[src/rtl/core/aabb_pkg.sv]
`default_nettype none

package aabb_pkg;

	// coordinate width, signed Q16.16
	localparam int unsigned CoordW = 32;

	// normal axis codes
	localparam logic [1:0] AXIS_X = 2'd0;
	localparam logic [1:0] AXIS_Y = 2'd1;
	localparam logic [1:0] AXIS_Z = 2'd2;

	// one box pair request
	typedef struct packed {
		logic signed [CoordW-1:0] a_min_x;
		logic signed [CoordW-1:0] a_min_y;
		logic signed [CoordW-1:0] a_min_z;
		logic signed [CoordW-1:0] a_max_x;
		logic signed [CoordW-1:0] a_max_y;
		logic signed [CoordW-1:0] a_max_z;
		logic signed [CoordW-1:0] b_min_x;
		logic signed [CoordW-1:0] b_min_y;
		logic signed [CoordW-1:0] b_min_z;
		logic signed [CoordW-1:0] b_max_x;
		logic signed [CoordW-1:0] b_max_y;
		logic signed [CoordW-1:0] b_max_z;
	} req_t;

	// one contact result
	typedef struct packed {
		logic                     hit;
		logic [CoordW-1:0]        depth;
		logic [1:0]               normal_axis;
		logic                     normal_negative;
		logic signed [CoordW-1:0] contact_x;
		logic signed [CoordW-1:0] contact_y;
		logic signed [CoordW-1:0] contact_z;
	} result_t;

	// per-axis terms handed from an axis unit to the select stage
	typedef struct packed {
		logic                     hit;   // strict overlap on this axis
		logic signed [CoordW:0]   ov;    // signed overlap length
		logic                     neg;   // A centre below B centre
		logic signed [CoordW-1:0] face;  // A face used if this is the normal axis
		logic signed [CoordW-1:0] mid;   // floor midpoint of the overlap interval
	} axis_info_t;

endpackage

`default_nettype wire

[src/rtl/core/aabb_pair_contact_detect.sv]
`default_nettype none

// Channel   Ports                Direction  Accepted at
// request   start, busy, req     in         rising edge with start high, busy low
// result    done, result         out        rising edge ending the cycle done is high
//
// One request per cycle; busy is always low. A request passes the bounds stage,
// the overlap stage and the axis select stage; done rises with the result out of
// the last, and the result is taken at the rising edge that ends that cycle.
// Reset clears only the valid bits travelling with the data.
// The receiver cannot stall, so the pipeline never holds.
module aabb_pair_contact_detect (
	input  wire logic             clk,
	input  wire logic             arst_n,
	input  wire logic             start,
	output logic                  busy,
	input  wire aabb_pkg::req_t   req,
	output logic                  done,
	output aabb_pkg::result_t     result
);

	logic v_s1, v_s2;
	aabb_pkg::axis_info_t info_x, info_y, info_z;

	assign busy = 1'b0;

	// valid bits alongside the axis units
	always_ff @(posedge clk or negedge arst_n) begin
		if (!arst_n) begin
			v_s1 <= 1'b0;
			v_s2 <= 1'b0;
		end else begin
			v_s1 <= start & ~busy;
			v_s2 <= v_s1;
		end
	end

	aabb_axis u_axis_x (
		.clk   (clk),
		.a_min (req.a_min_x),
		.a_max (req.a_max_x),
		.b_min (req.b_min_x),
		.b_max (req.b_max_x),
		.info  (info_x)
	);

	aabb_axis u_axis_y (
		.clk   (clk),
		.a_min (req.a_min_y),
		.a_max (req.a_max_y),
		.b_min (req.b_min_y),
		.b_max (req.b_max_y),
		.info  (info_y)
	);

	aabb_axis u_axis_z (
		.clk   (clk),
		.a_min (req.a_min_z),
		.a_max (req.a_max_z),
		.b_min (req.b_min_z),
		.b_max (req.b_max_z),
		.info  (info_z)
	);

	aabb_select u_select (
		.clk      (clk),
		.arst_n   (arst_n),
		.valid_in (v_s2),
		.info_x   (info_x),
		.info_y   (info_y),
		.info_z   (info_z),
		.done     (done),
		.result   (result)
	);

endmodule

`default_nettype wire

[src/rtl/core/aabb_axis.sv]
`default_nettype none

// Two-stage per-axis unit: interval bounds and centre sums, then overlap,
// midpoint and centre compare.
module aabb_axis (
	input  wire logic                                 clk,
	input  wire logic signed [aabb_pkg::CoordW-1:0]   a_min,
	input  wire logic signed [aabb_pkg::CoordW-1:0]   a_max,
	input  wire logic signed [aabb_pkg::CoordW-1:0]   b_min,
	input  wire logic signed [aabb_pkg::CoordW-1:0]   b_max,
	output aabb_pkg::axis_info_t                      info
);

	localparam int unsigned W = aabb_pkg::CoordW;

	logic signed [W-1:0] lo_s1, hi_s1, amin_s1, amax_s1;
	logic signed [W:0]   sa_s1, sb_s1;
	logic                hit_s1;
	aabb_pkg::axis_info_t info_s2;

	// stage 1: overlap interval bounds, strict test, centre sums
	always_ff @(posedge clk) begin
		lo_s1   <= (a_max < b_max) ? a_max : b_max;
		hi_s1   <= (a_min > b_min) ? a_min : b_min;
		hit_s1  <= (a_min < b_max) && (b_min < a_max);
		sa_s1   <= {a_min[W-1], a_min} + {a_max[W-1], a_max};
		sb_s1   <= {b_min[W-1], b_min} + {b_max[W-1], b_max};
		amin_s1 <= a_min;
		amax_s1 <= a_max;
	end

	// stage 2: overlap, midpoint, centre compare and face choice
	logic signed [W:0] mid_sum;
	assign mid_sum = {hi_s1[W-1], hi_s1} + {lo_s1[W-1], lo_s1};

	always_ff @(posedge clk) begin
		info_s2.hit  <= hit_s1;
		info_s2.ov   <= {lo_s1[W-1], lo_s1} - {hi_s1[W-1], hi_s1};
		info_s2.neg  <= sa_s1 < sb_s1;
		info_s2.face <= (sa_s1 > sb_s1) ? amin_s1 : amax_s1;
		info_s2.mid  <= mid_sum[W:1];
	end

	assign info = info_s2;

endmodule

`default_nettype wire

[src/rtl/core/aabb_select.sv]
`default_nettype none

// Output stage: least-penetration axis, depth clamp, contact point assembly.
module aabb_select (
	input  wire logic                  clk,
	input  wire logic                  arst_n,
	input  wire logic                  valid_in,
	input  wire aabb_pkg::axis_info_t  info_x,
	input  wire aabb_pkg::axis_info_t  info_y,
	input  wire aabb_pkg::axis_info_t  info_z,
	output logic                       done,
	output aabb_pkg::result_t          result
);

	localparam int unsigned W = aabb_pkg::CoordW;

	logic                 done_s3;
	aabb_pkg::result_t    res_s3;
	aabb_pkg::result_t    res_d;
	aabb_pkg::axis_info_t sel;
	logic [1:0]           ax;
	logic                 hit_all;

	// axis choice, ties go to x then y
	always_comb begin
		priority if (info_x.ov <= info_y.ov && info_x.ov <= info_z.ov) begin
			ax  = aabb_pkg::AXIS_X;
			sel = info_x;
		end else if (info_y.ov <= info_z.ov) begin
			ax  = aabb_pkg::AXIS_Y;
			sel = info_y;
		end else begin
			ax  = aabb_pkg::AXIS_Z;
			sel = info_z;
		end
	end

	assign hit_all = info_x.hit & info_y.hit & info_z.hit;

	// result word, all zero on a miss
	always_comb begin
		res_d = '0;
		if (hit_all) begin
			res_d.hit             = 1'b1;
			res_d.depth           = (sel.ov > 0) ? sel.ov[W-1:0] : '0;
			res_d.normal_axis     = ax;
			res_d.normal_negative = sel.neg;
			res_d.contact_x = (ax == aabb_pkg::AXIS_X) ? info_x.face : info_x.mid;
			res_d.contact_y = (ax == aabb_pkg::AXIS_Y) ? info_y.face : info_y.mid;
			res_d.contact_z = (ax == aabb_pkg::AXIS_Z) ? info_z.face : info_z.mid;
		end
	end

	// strobe
	always_ff @(posedge clk or negedge arst_n) begin
		if (!arst_n) begin
			done_s3 <= 1'b0;
		end else begin
			done_s3 <= valid_in;
		end
	end

	// result payload
	always_ff @(posedge clk) begin
		res_s3 <= res_d;
	end

	assign done   = done_s3;
	assign result = res_s3;

endmodule

`default_nettype wire

[config.mk]
export PLATFORM = sky130hd
export DESIGN_NAME = aabb_pair_contact_detect
export DESIGN_NICKNAME = d
export VERILOG_FILES = /design/src/rtl/core/aabb_pkg.sv /design/src/rtl/core/aabb_pair_contact_detect.sv /design/src/rtl/core/aabb_axis.sv /design/src/rtl/core/aabb_select.sv
export SDC_FILE = /design/constraint.sdc
export NUM_CORES = 2
export LEC_CHECK = 0
export ABC_AREA = 1
export BUFFER_PORTS_ARGS = -buffer_cell sky130_fd_sc_hd__buf_2
export CORE_ASPECT_RATIO = 0.5
export CORE_MARGIN = 2
export CORE_UTILIZATION = 45
export CTS_BUF_LIST = sky130_fd_sc_hd__clkbuf_16
export DETAILED_ROUTE_END_ITERATION = 12
export PLACE_DENSITY_LB_ADDON = 0.05
export SLEW_MARGIN = 20
export SYNTH_ARGS = -nofsm -noshare
export SYNTH_HDL_FRONTEND = slang
export SYNTH_SLANG_ARGS = --single-unit
[constraint.sdc]
create_clock -name clk -period 3.4 [get_ports clk]
set_clock_uncertainty 0.1 [all_clocks]
set_input_delay 0.17 -clock clk [delete_from_list [all_inputs] [get_ports clk]]
set_output_delay 0.17 -clock clk [all_outputs]
set_load 0.01 [all_outputs]
==> results.py <==
metrics = {
    "worst_setup_path": {
        "crit_path_start_kind": "flip-flop",
        "path_class": "reg2reg",
        "critPathCaptureType": "flip-flop",
        "rr_worst_depth": 23,
        "crit_required_ps": 3900,
        "path_max_fanout": 10,
        "arrival_ps": 3780,
    },
    "die": {
        "dieArea_mm2": 0.139,
        "core_mm2": 0.135,
        "num_rows": 95,
        "start_util_pct": 45.4,
        "die_w_um": 525,
        "io_pins": 521,
        "chipHeight_um": 265,
    },
    "timing": {
        "hold_violations": 0,
        "fin_crit_sh_pct": 96.6,
        "whs_ps": 69.5,
        "setup_ws_ps": 115,
        "setup_viol": 0,
        "fmax_mhz": 304,
        "relSlewSlack_pct": 52.1,
        "finalSetupTns_ps": 0,
        "max_slew.worst_pin.slew_ps": 713,
        "rsz0062_at_grt": "true",
        "slew_violations": 0,
        "fin_crit_ps": 3280,
    },
    "synth": {
        "synthMostInstantiatedCell": "inv_1",
        "synth_warnings": 0,
        "ys_types": 50,
        "synth_enable_flop_cells": 0,
        "synth_area_mm2": 0.0611,
        "synth_top_cells_by_count": "inv_1, nand2_1, dfxtp_1",
        "synthTopCellsByArea": "dfxtp_1, ha_1, inv_1",
        "synthArstFlopShare_pct": 0.295,
        "synth_top_area_share_pct": 33.2,
        "syn_nets": 9288,
        "ys_seq_area_share_pct": 33.3,
        "synth.avg_cell_area_um2": 7.71,
        "ys_ff_latch": 1017,
        "yosysTopAreaCell": "dfxtp_1",
        "ys_dominant_reg_cell": "dfxtp_1",
        "syn_inst": 7932,
    },
    "drt": {
        "wl_per_cell_um": 19.5,
        "wl_um": 213000,
        "first_iter_violations": 3484,
        "first_pass_iters": 5,
        "avgViaCountPerCell": 5.10,
        "vias": 55700,
        "drc": 0,
        "ant_nets": 0,
    },
    "finish": {
        "nets": 10400,
        "seqCellArea_mm2": 0.0204,
        "fillerInstances": 12900,
        "areaGrowthSynthToFinish_pct": 22.8,
        "multiInputGateArea_mm2": 0.0355,
        "drive_gt1_share_pct": 12.4,
    },
    "power_and_ir_drop": {
        "switching_power_mw": 25.2,
        "p_int_mw": 31.5,
        "sw_frac_of_total_pct": 44.4,
        "power.density_mw_per_mm2": 755,
        "peakVddDrop_mv": 0.779,
        "power_frac_clock_pct": 19.3,
        "pwr-share-comb_pct": 51.4,
        "p_leak_nw": 39.0,
        "power_frac_seq_pct": 29.3,
    },
    "clock_network": {
        "cts_tree": "done",
        "clk_pin_slew_ps": 70,
        "cts_buffers": 97,
        "clockBufferDepth": 3,
        "root_buffer": "clkbuf_16",
        "clock_sinks": 1017,
        "clk_latency_ps": 720,
        "htreeDepth": 3,
    },
    "global_routing": {
        "grt_overflow": 0,
        "grt_pass1_wl_um": 322000,
        "grt_use_total_pct": 29.9,
        "grt_max_degree": 65,
        "antenna_found_initial": 9,
        "grt_pass1_vias": 55400,
    },
    "placement": {
        "dp_slack_ps": -33.9,
        "gp_congestion": 0.948,
        "dp_hpwl_um": 172000,
        "portBuffers": 519,
    },
    "worst_hold_path": {
        "hold_depth": 2,
        "worstHoldPathType": "in2reg",
    },
    "status": {
        "status": "completed",
    },
    "flow_run": {
        "drv_cap": 0,
    },
}
state kept, by name, indices dropped and copies added (netlist names), 32 cells and up:
name	cells
u_axis_x.amax_s1	32
u_axis_x.amin_s1	32
u_axis_x.hi_s1	32
u_axis_x.info	99
u_axis_x.lo_s1	32
u_axis_x.sa_s1	33
u_axis_x.sb_s1	33
u_axis_y.amax_s1	32
u_axis_y.amin_s1	32
u_axis_y.hi_s1	32
u_axis_y.info	99
u_axis_y.lo_s1	32
u_axis_y.sa_s1	33
u_axis_y.sb_s1	33
u_axis_z.amax_s1	32
u_axis_z.amin_s1	32
u_axis_z.hi_s1	32
u_axis_z.info	99
u_axis_z.lo_s1	32
u_axis_z.sa_s1	33
u_axis_z.sb_s1	33
u_select.result	132
worst paths after layout:
kind | slack [ps] | to | from
min | 70 | u_axis_y.amax_s1[0] | req[224]
max | 120 | u_select.result[101] | u_axis_z.info[89]
max reg2reg | 120 | u_select.result[101] | u_axis_z.info[89]
max in group asynchronous | 2830 | v_s1 | arst_n
min reg2reg | 210 | u_axis_y.info[98] | u_axis_y.hit_s1
min in group asynchronous | 230 | u_select.done | arst_n
routing by layer:
metal	GRT usage, %	up-vias	wire length [µm]
met5	0	-	0
met4	8.97	0	6800
met3	3.56	372	8860
met2	51.0	1314	98300
met1	39.6	25700	99400
li1	-	28400	-
repair_timing:
action,CTS,global route
cloned,0,4
resized for setup,1,97
pin swaps,0,18
buffers inserted,0,3
setup endpoints to repair,32,65
hold buffers,394,0
hold endpoints to repair,588,0
cell type report:
class | count | area share, %
multi-input cells | 5461 | 47.3
well taps | 1794 | 2.99
flip-flops and latches | 1017 | 27.2
inverters | 1256 | 6.28
repair buffers | 1214 | 12.1
clock buffers | 99 | 3.30
clock inverters | 79 | 0.852
diodes | 5 | 0.0167
logic make-up (layout without fill, tap and decap cells):
family                     Yosys count  in the layout  synth area share [%]
AOI/OAI and AO/OA                 1673           1673                  15.3
xor gates and xnor gates           377            377                  5.40
adders and majority gates          969            969                  20.0
buffers and inverters             1454           2648                  9.08
DFF                               1017           1017                  33.3
muxes                               32             32                 0.589
other                                1              6               0.00613
and+or+nand+nor                   2409           2409                  16.3
through the flow:
step           total power [mW]  area (µm²)  utilization, %  std cells
2_1_floorplan              32.8       61100               -       7932
3_3_place_gp               44.7       67600            50.2      10300
3_5_place_dp               44.6       67600            50.2      10300
4_1_cts                    56.0       74700            55.5      10900
5_1_grt                    60.8       75100            55.8      10900
6_report                   56.6       75100            55.8      10900
worst max-delay path: stages, from the launching register on:
cell and delay [ps]:
dfxtp_1 340, inv_1 60, ha_1 290, a21o_1 180, nor2_1 190, a21oi_1 140
nor2_2 150, nand2_1 100, nand2_4 160, nand2_8 100, buf_12 150, nand2_1 50
o21ai_0 70, nand2_1 60, nand2_1 50, inv_1 100, nand2_1 60, nor2_1 80
nand2_1 120, nor2_2 160, nand2_2 80, nand2_4 150, clkbuf_16 180, nor2_2 30
power groups by stage:
stage	combinational, mW	sequential, mW	clock (mW)
finish	29.1	16.6	10.9
global route	32.3	16.8	11.6
CTS	28.4	16.5	11.1
detailed placement	27.9	16.7	0
global placement	28.0	16.7	0
floorplan	16.7	16.1	0
placed cells by master, fill, tap and decap left out, drive strengths merged, types with 53 or more instances in the layout:
cell type	Yosys	routed
nand3	340	340
a21boi	104	104
o21a	53	53
a31oi	87	87
nand4	69	69
xor2	280	280
nor3	103	103
ha	957	957
buf	34	817
inv	1256	1275
xnor2	97	97
nor2	670	670
dlygate4sd3	0	394
dfxtp	1014	1014
clkbuf	164	102
o21ai	497	497
a21oi	783	783
nand2	1181	1181
Note: power is estimated with default switching activity, not from simulation.
